==> config.mk <==
export PLATFORM = sky130hd
export DESIGN_NAME = udf_descriptor_tag_crc_top
export DESIGN_NICKNAME = d
export VERILOG_FILES = /design/src/design/udtc_pkg.sv /design/src/design/udtc_accum.sv /design/src/design/udtc_result.sv /design/src/design/udf_descriptor_tag_crc_top.sv
export SDC_FILE = /design/constraint.sdc
export NUM_CORES = 1
export LEC_CHECK = 0
export BUFFER_PORTS_ARGS = -buffer_cell sky130_fd_sc_hd__buf_4
export CAP_MARGIN = 30
export CORE_ASPECT_RATIO = 0.5
export CORE_UTILIZATION = 55
export CTS_CLUSTER_SIZE = 30
export DETAILED_ROUTE_END_ITERATION = 6
export HOLD_SLACK_MARGIN = 0.12
export PLACE_DENSITY = 0.75
export SLEW_MARGIN = 0
export SYNTH_ARGS = -nofsm -noshare
export SYNTH_HDL_FRONTEND = slang
export SYNTH_HIERARCHICAL = 1
export SYNTH_SLANG_ARGS = --single-unit
==> constraint.sdc <==
create_clock -name clk -period 6.95 [get_ports clk]
set_input_delay 1.39 -clock clk [delete_from_list [all_inputs] [get_ports clk]]
set_output_delay 1.39 -clock clk [all_outputs]
set_load 0.05 [all_outputs]
==> src/design/udtc_pkg.sv <==
// Shared types, constants and functions for the UDF descriptor tag CRC block.
`default_nettype none

package udtc_pkg;

  localparam int unsigned BYTE_W     = 8;
  localparam int unsigned CRC_W      = 16;
  localparam int unsigned ID_W       = 16;
  localparam int unsigned LOC_W      = 32;
  localparam int unsigned LEN_W      = 11;
  localparam int unsigned CNT16_W    = 16;
  localparam int unsigned MAX_BODY_D = 2032;

  localparam logic [CRC_W-1:0]  CRC_POLY    = 16'h1021;
  localparam logic [BYTE_W-1:0] TAG_VERSION = 8'd2;

  typedef struct packed {
    logic [CRC_W-1:0]   crc;
    logic [CNT16_W-1:0] count;
    logic               too_long;
    logic [ID_W-1:0]    tag_id;
    logic [LOC_W-1:0]   tag_location;
  } accum_res_t;

  function automatic logic [CRC_W-1:0] crc_byte(input logic [CRC_W-1:0] crc,
                                                 input logic [BYTE_W-1:0] data);
    logic [CRC_W-1:0] c;
    c = crc ^ {data, 8'h00};
    for (int k = 0; k < BYTE_W; k++) begin
      if (c[CRC_W-1]) begin
        c = {c[CRC_W-2:0], 1'b0} ^ CRC_POLY;
      end else begin
        c = {c[CRC_W-2:0], 1'b0};
      end
    end
    return c;
  endfunction

  function automatic logic [BYTE_W-1:0] tag_sum(input logic [ID_W-1:0] id,
                                                input logic [CRC_W-1:0] crc,
                                                input logic [CNT16_W-1:0] count,
                                                input logic [LOC_W-1:0] loc);
    logic [BYTE_W-1:0] s;
    s = id[7:0] + id[15:8] + TAG_VERSION
      + crc[7:0] + crc[15:8]
      + count[7:0] + count[15:8]
      + loc[7:0] + loc[15:8] + loc[23:16] + loc[31:24];
    return s;
  endfunction

endpackage

`default_nettype wire

==> src/design/udtc_accum.sv <==
// Running CRC, byte count and overflow state for the descriptor body.
`default_nettype none

module udtc_accum #(
  parameter int unsigned MAX_BODY = udtc_pkg::MAX_BODY_D
) (
  input  wire logic                        clk,
  input  wire logic                        rst,
  input  wire logic                        load,
  input  wire logic [udtc_pkg::BYTE_W-1:0] body_byte,
  input  wire logic                        last_byte,
  input  wire logic [udtc_pkg::ID_W-1:0]   tag_id,
  input  wire logic [udtc_pkg::LOC_W-1:0]  tag_location,
  output udtc_pkg::accum_res_t             res
);
  import udtc_pkg::*;

  localparam int unsigned CNT_W = $clog2(MAX_BODY + 1);

  logic [CRC_W-1:0] running_crc;
  logic [CRC_W-1:0] running_crc_next;
  logic [CNT_W-1:0] byte_count;
  logic [CNT_W-1:0] byte_count_next;
  logic             overflow_seen;
  logic             overflow_seen_next;

  always_comb begin
    if (byte_count < CNT_W'(MAX_BODY)) begin
      running_crc_next   = crc_byte(running_crc, body_byte);
      byte_count_next    = byte_count + CNT_W'(1);
      overflow_seen_next = overflow_seen;
    end else begin
      running_crc_next   = running_crc;
      byte_count_next    = byte_count;
      overflow_seen_next = 1'b1;
    end
  end

  always_comb begin
    res.crc          = running_crc_next;
    res.count        = CNT16_W'(byte_count_next);
    res.too_long     = overflow_seen_next;
    res.tag_id       = tag_id;
    res.tag_location = tag_location;
  end

  always_ff @(posedge clk) begin
    if (rst) begin
      running_crc   <= '0;
      byte_count    <= '0;
      overflow_seen <= 1'b0;
    end else if (load) begin
      if (last_byte) begin
        running_crc   <= '0;
        byte_count    <= '0;
        overflow_seen <= 1'b0;
      end else begin
        running_crc   <= running_crc_next;
        byte_count    <= byte_count_next;
        overflow_seen <= overflow_seen_next;
      end
    end
  end

endmodule

`default_nettype wire

==> src/design/udtc_result.sv <==
// Tag checksum and the output register of the result channel.
`default_nettype none

module udtc_result (
  input  wire logic                         clk,
  input  wire logic                         rst,
  input  wire logic                         load_last,
  input  wire udtc_pkg::accum_res_t         res,
  output logic                              out_valid,
  input  wire logic                         out_stall,
  output logic [udtc_pkg::CRC_W-1:0]        crc_value,
  output logic [udtc_pkg::LEN_W-1:0]        crc_length,
  output logic [udtc_pkg::BYTE_W-1:0]       tag_checksum,
  output logic                              too_long
);
  import udtc_pkg::*;

  always_ff @(posedge clk) begin
    if (rst) begin
      out_valid <= 1'b0;
    end else if (!out_valid || !out_stall) begin
      out_valid <= load_last;
    end
  end

  always_ff @(posedge clk) begin
    if (load_last) begin
      crc_value    <= res.crc;
      crc_length   <= res.count[LEN_W-1:0];
      tag_checksum <= tag_sum(res.tag_id, res.crc, res.count, res.tag_location);
      too_long     <= res.too_long;
    end
  end

endmodule

`default_nettype wire

==> src/design/udf_descriptor_tag_crc_top.sv <==
// Top level of the UDF descriptor tag CRC and checksum block.
//
//   Channel | Handshake          | Fields
//   --------+--------------------+-------------------------------------------------
//   in      | in_valid/in_stall  | body_byte, last_byte, tag_id, tag_location
//   out     | out_valid/out_stall| crc_value, crc_length, tag_checksum, too_long
//
// One request is taken per cycle while in_stall is low.
// The CRC update and the checksum adder sit between the input and output registers.
// Synchronous reset clears the running CRC, the count and both valid flags.
// While the output register holds an untaken result, the input register holds too,
// and in_stall rises once it is full.
`default_nettype none

module udf_descriptor_tag_crc_top #(
  parameter int unsigned MAX_BODY = udtc_pkg::MAX_BODY_D
) (
  input  wire logic                         clk,
  input  wire logic                         rst,
  input  wire logic                         in_valid,
  output logic                              in_stall,
  input  wire logic [udtc_pkg::BYTE_W-1:0]  body_byte,
  input  wire logic                         last_byte,
  input  wire logic [udtc_pkg::ID_W-1:0]    tag_id,
  input  wire logic [udtc_pkg::LOC_W-1:0]   tag_location,
  output logic                              out_valid,
  input  wire logic                         out_stall,
  output logic [udtc_pkg::CRC_W-1:0]        crc_value,
  output logic [udtc_pkg::LEN_W-1:0]        crc_length,
  output logic [udtc_pkg::BYTE_W-1:0]       tag_checksum,
  output logic                              too_long
);
  import udtc_pkg::*;

  logic              s1_valid;
  logic [BYTE_W-1:0] s1_byte;
  logic              s1_last;
  logic [ID_W-1:0]   s1_id;
  logic [LOC_W-1:0]  s1_loc;
  logic              out_free;
  logic              load;
  accum_res_t        res;

  assign out_free = !out_valid || !out_stall;
  assign load     = s1_valid && out_free;
  assign in_stall = s1_valid && !out_free;

  always_ff @(posedge clk) begin
    if (rst) begin
      s1_valid <= 1'b0;
    end else if (!in_stall) begin
      s1_valid <= in_valid;
    end
  end

  always_ff @(posedge clk) begin
    if (in_valid && !in_stall) begin
      s1_byte <= body_byte;
      s1_last <= last_byte;
      s1_id   <= tag_id;
      s1_loc  <= tag_location;
    end
  end

  udtc_accum #(
    .MAX_BODY(MAX_BODY)
  ) u_accum (
    .clk         (clk),
    .rst         (rst),
    .load        (load),
    .body_byte   (s1_byte),
    .last_byte   (s1_last),
    .tag_id      (s1_id),
    .tag_location(s1_loc),
    .res         (res)
  );

  udtc_result u_result (
    .clk         (clk),
    .rst         (rst),
    .load_last   (load && s1_last),
    .res         (res),
    .out_valid   (out_valid),
    .out_stall   (out_stall),
    .crc_value   (crc_value),
    .crc_length  (crc_length),
    .tag_checksum(tag_checksum),
    .too_long    (too_long)
  );

endmodule

`default_nettype wire
Word level (Yosys, flattened, before mapping)
Cells that the tools add are included.
{ "word_totals": {"reg_bits": 123, "latch_bits": 0, "ram_bits": 0, "romBits": 0, "mem_count": 0} }
{ "classes": {"addsub": 11, "n_mul": 0, "n_div": 0, "order_cmp": 1, "n_eq_ne": 0, "n_shift": 0, "mux": 21, "bitwise_logic": 9, "n_reduce_logical": 9} }
{ "op_table": {"columns": ["operator", "count"], "rows": [
  ["16-bit two-way mux", 9],
  ["13-bit two-way mux", 8],
  ["8-bit adder", 8],
  ["3-bit inverter", 8],
  ["11-bit two-way mux", 2],
  ["16-bit XOR", 1],
  ["11-bit by 1-bit adder with 11-bit output, second input constant", 1],
  ["11-bit less-than comparator, second input constant", 1],
  ["8-bit by 2-bit adder with 8-bit output, second input constant", 1],
  ["8-bit by 3-bit adder with 8-bit output", 1],
  ["1-bit logical AND", 4],
  ["1-bit logical NOT", 4],
  ["1-bit two-way mux", 2],
  ["1-bit logical OR", 1]
]} }

Logic depth before layout (Yosys ltp)
{ "logic_depth": {"word_depth": 33, "mapped_depth": 23, "mapped_depth_nobuf": 20} }

By module
The synthesis kept the hierarchy.
{ "modules_own_cells": {"columns": ["module", "instances", "cells_each", "area_each_um2"], "rows": [
  ["udtc_result", 1, 205, 2802.7],
  ["udtc_accum", 1, 269, 2157.1],
  ["udf_descriptor_tag_crc_top", 1, 65, 1770.4]
]} }

Worst setup path before layout
Ideal clock, no wire load.
{ "synth_timing": {"path_kind": "register to register", "startpoint": "register u_accum.byte_count[4]", "endpoint": "register u_result/tag_checksum[6] (netlist bit) (data pin)", "setup_ps": 258, "arrival_ps": 4894, "required_ps": 6692, "slack_ps": 1798, "path_stages_with_launch": 22, "n_path_buf": 4, "synth_period_minus_slack_ps": 5152, "path_cell_list": "dfxtp_1 > buf_2 > nand3_2 > or2_1 > buf_6 > buf_6 > buf_2 > nor2_1 > nor2_1 > fa_1 > fa_1 > fa_1 > fa_1 > inv_1 > fa_1 > inv_1 > ha_1 > a21o_1 > a21oi_1 > o21bai_1 > a21oi_1 > xnor2_1"} }
{ "synth_lines": {"columns": ["element", "line_no", "text"], "rows": [
  ["from (decl)", "udtc_accum.sv:22", "logic [CNT_W-1:0] byte_count;"],
  ["from (signal assigned)", "udtc_accum.sv:59", "byte_count <= byte_count_next;"],
  ["to (signal assigned)", "udtc_result.sv:30", "tag_checksum <= tag_sum(res.tag_id, res.crc, res.count, res.tag_location);"],
  ["to (decl)", "udtc_result.sv:13", "output logic [udtc_pkg::BYTE_W-1:0] tag_checksum,"]
]} }

==> impl_results.md <==
* Crit-path max FO at 24
* Synth unique cells at between 50 and 60
* # rows at 28
* Hold Buf Count CTS at 0
* Status: complete, no violations
* Syn Inst Count at 539
* Count of final setup violators at 0
* CTS H-tree depth at 4
* Largest net degree at the start of global routing at 58
* Startpoint types: flip-flop
* Peak Freq at 166.0 MHz
* Setup WS pre-CTS at 1.006 ns
* Antenna violations before repair at 0
* Leakage Power at roughly 3.3 nW
* Seq cells post-synth at approximately 120
* Die Width at 158.4 um
* Power per standard cell area at 422.8 mW/mm^2
* Die ar. at 0.01271 mm^2
* Area Growth Syn to Fin at 16.49%
* Req. time, crit path at between 7 and 8 ns
* Sequential standard cell area at 0.003393 mm^2
* Clk slew on worst S/H paths at 0.06 ns
* Vias/cell at about 5
* WS Path Type: reg2reg
* Most frequent cells in the layout: buf_4, edfxtp_1, inv_1
* WP buf/inv at 3
* Tmin final at between 6 and 7 ns
* Fill count at about 870
* Period utilization at 0.8667
* Final hold violation count at 0
* First-pass GRT wire length at a little under 20 mm
* Worst Tran Pin Value at just under 1 ns
* Nets at between 700 and 800
* Number of diodes at 0
* Hold/Removal Path Class: reg2reg
* Core box area at 0.01188 mm^2
* Share of post-route cells with drive strength above 1 at 0.2339
* Commonest non-fill, non-tap cell in the layout: buf_4
* Reg2Reg Setup Slack at 0.93 ns
* CTS tree: built
* Post-synth EDFFs at 93
* 1st-pass router iterations at 7
* Register area share after synthesis at 0.5042
* Crit-path slowest cell: or2_1
* Vias at ~3.9k
* Avg Synthesized Cell Area at 12.49 um^2
* Slowest stage delay, CP at 0.71 ns
* Max VDD drop at between 0.2 and 0.3 mV
* Total track usage at 0.2146
* Port bufs at 98
* Critical Path Source: u_accum/byte_count[8]
* Clock sinks at 123
* Clk_lat worst skew at 0.40 ns
* CP endpoint kind: flip-flop
* # IOs at 99
* Chip Height at 80.22 um
* Post-CTS setup buffers at 0
* CTS Buffer Depth at 2
* Placed cells at 740
* Remaining antenna violation count at 0
* Final setup margin at 0.9263 ns
* CP Cell Sequence: nand4_4 -> or2_1 -> mux2_2 -> fa_1 -> inv_1 -> fa_1 -> fa_1 -> inv_1 -> fa_1 -> inv_1 -> fa_1 -> xnor2_1 -> xnor2_2 -> xnor3_1 -> xnor2_1 -> xnor2_1
* Fin cells at 772
* Final WL at 12.28 mm
* Yosys warning total at 6
* Delay-heaviest family, CP: adder cells
* Worst r2r src: u_accum/byte_count[8]
* Count of pins over their slew limit at 0
* Hold_sp: u_accum/running_crc[9]
* Total Neg Setup Slack at 0 ns
* CP most frequent cell: fa_1
* Most common flop cell mapped by yosys: edfxtp_1
* Routed len/inst at around 16 um
* Area of the multi-input gates at 0.002574 mm^2
* Mapped Area at a little under 0.007 mm^2
* RSZ-0062 raised after global routing: false
* CTS buffer count at 17
* Iteration-0 DRC count of the detailed router at between 200 and 300
* Maximum Capacitance Violations at 0
* Vias in the first global route at 3,769
* Post-DP HPWL at 8.744 mm
* Starting density of the core at 0.5667
* Global route overflow at 0
* Clock Skew at 0.007020 ns
* RD Place Congestion at just over 0.8
* # DRC at 0
* Worst EP arrival at 6.16 ns
* Post-synth ARST share at 0
* Slew margin rel. at 0.3547
* Post_cts resized at 0
* Root Buffer: clkbuf_16
layer usage:
layer  part of all wire  global-route usage  vias to the layer above
met4              0.012             0.07596                        0
met2               0.45              0.3272                      145
met1               0.47              0.2990                     1899
li1                   -                   -                     1840
met3              0.063             0.05451                       16
met5                  0                   0                        -
worst paths after layout:
| check | cells past startpoint | end |
|---|---|---|
| max | 16 | u_result/tag_checksum[7] |
| min | 2 | u_accum/running_crc[9] |
| max reg2reg | 16 | u_result/tag_checksum[7] |
| min reg2reg | 2 | u_accum/running_crc[9] |
power breakdown:
part | leakage (nW) | internal, mW | total [mW] | switching (mW)
Combinational | 1.85 | 0.641 | 1.45 | 0.805
Sequential | 1.14 | 0.935 | 0.960 | 0.0255
Clock | 0.283 | 0.596 | 0.909 | 0.314
Total | 3.28 | 2.17 | 3.31 | 1.14
sequential cells by signal, summed over array words and instances, names as in the netlist:
register               count
s1_byte                    8
s1_id                     16
u_accum/byte_count        11
s1_last                    1
u_result/crc_value        16
s1_valid                   1
u_result/crc_length       11
u_accum/running_crc       16
u_result/tag_checksum      8
s1_loc                    32
u_accum/overflow_seen      1
u_result/too_long          1
u_result/out_valid         1
stage by stage:
stage	total power, mW	cell area (um^2)	utilization	hold slack (ns)
after CTS	3.337	7840	0.6601	0.4905
after global routing	3.552	7840	0.6601	0.5122
after detailed placement	2.413	7232	0.6089	0.4776
final	3.315	7840	0.6601	0.4873
after floorplan	2.096	6745	-	0.4568
after global placement	2.361	7232	0.6089	0.4651
Yosys cell counts (5+ instances only):
master	number	share of area
buf_4	55	0.061
ha_1	12	0.022
nor2_1	29	0.016
edfxtp_1	93	0.41
a211oi_1	7	0.0078
a22oi_1	6	0.0067
o21ai_0	13	0.0097
xor2_1	8	0.010
a31o_2	5	0.0065
dfxtp_1	30	0.089
nand3_1	8	0.0059
fa_1	51	0.15
nand2_1	21	0.012
o31ai_1	5	0.0056
xnor2_1	41	0.053
a21oi_1	16	0.012
clkbuf_1	6	0.0033
inv_1	79	0.044
cells by family after synthesis:
kind of cell    Yosys count  share of synthesized area
buf+inv                 149                     0.1167
flops                   123                     0.5042
fa+ha+maj                63                     0.1740
other cells               1                  0.0005572
mux                       4                   0.006506
compound gates           73                    0.07604
xor+xnor                 51                    0.06953
simple gates             75                    0.05243
worst register-to-register path, stage by stage (launching register included):
cell and delay (ns):
dfxtp_1 0.42, nand4_4 0.19, or2_1 0.71, mux2_2 0.45, fa_1 0.48, inv_1 0.05
fa_1 0.47, fa_1 0.49, inv_1 0.05, fa_1 0.52, inv_1 0.06, fa_1 0.41
xnor2_1 0.37, xnor2_2 0.17, xnor3_1 0.34, xnor2_1 0.45, xnor2_1 0.12
area by class of cell:
cell class                      count  area share
Clock buffer                       19     0.05522
Clock inverter                     13     0.02234
Inverter                           80     0.03830
Multi-Input combinational cell    271      0.3283
Sequential cell                   123      0.4328
Tap cell                          165     0.02633
Timing Repair Buffer              101     0.09671
Power figures use the tool's default switching activity.
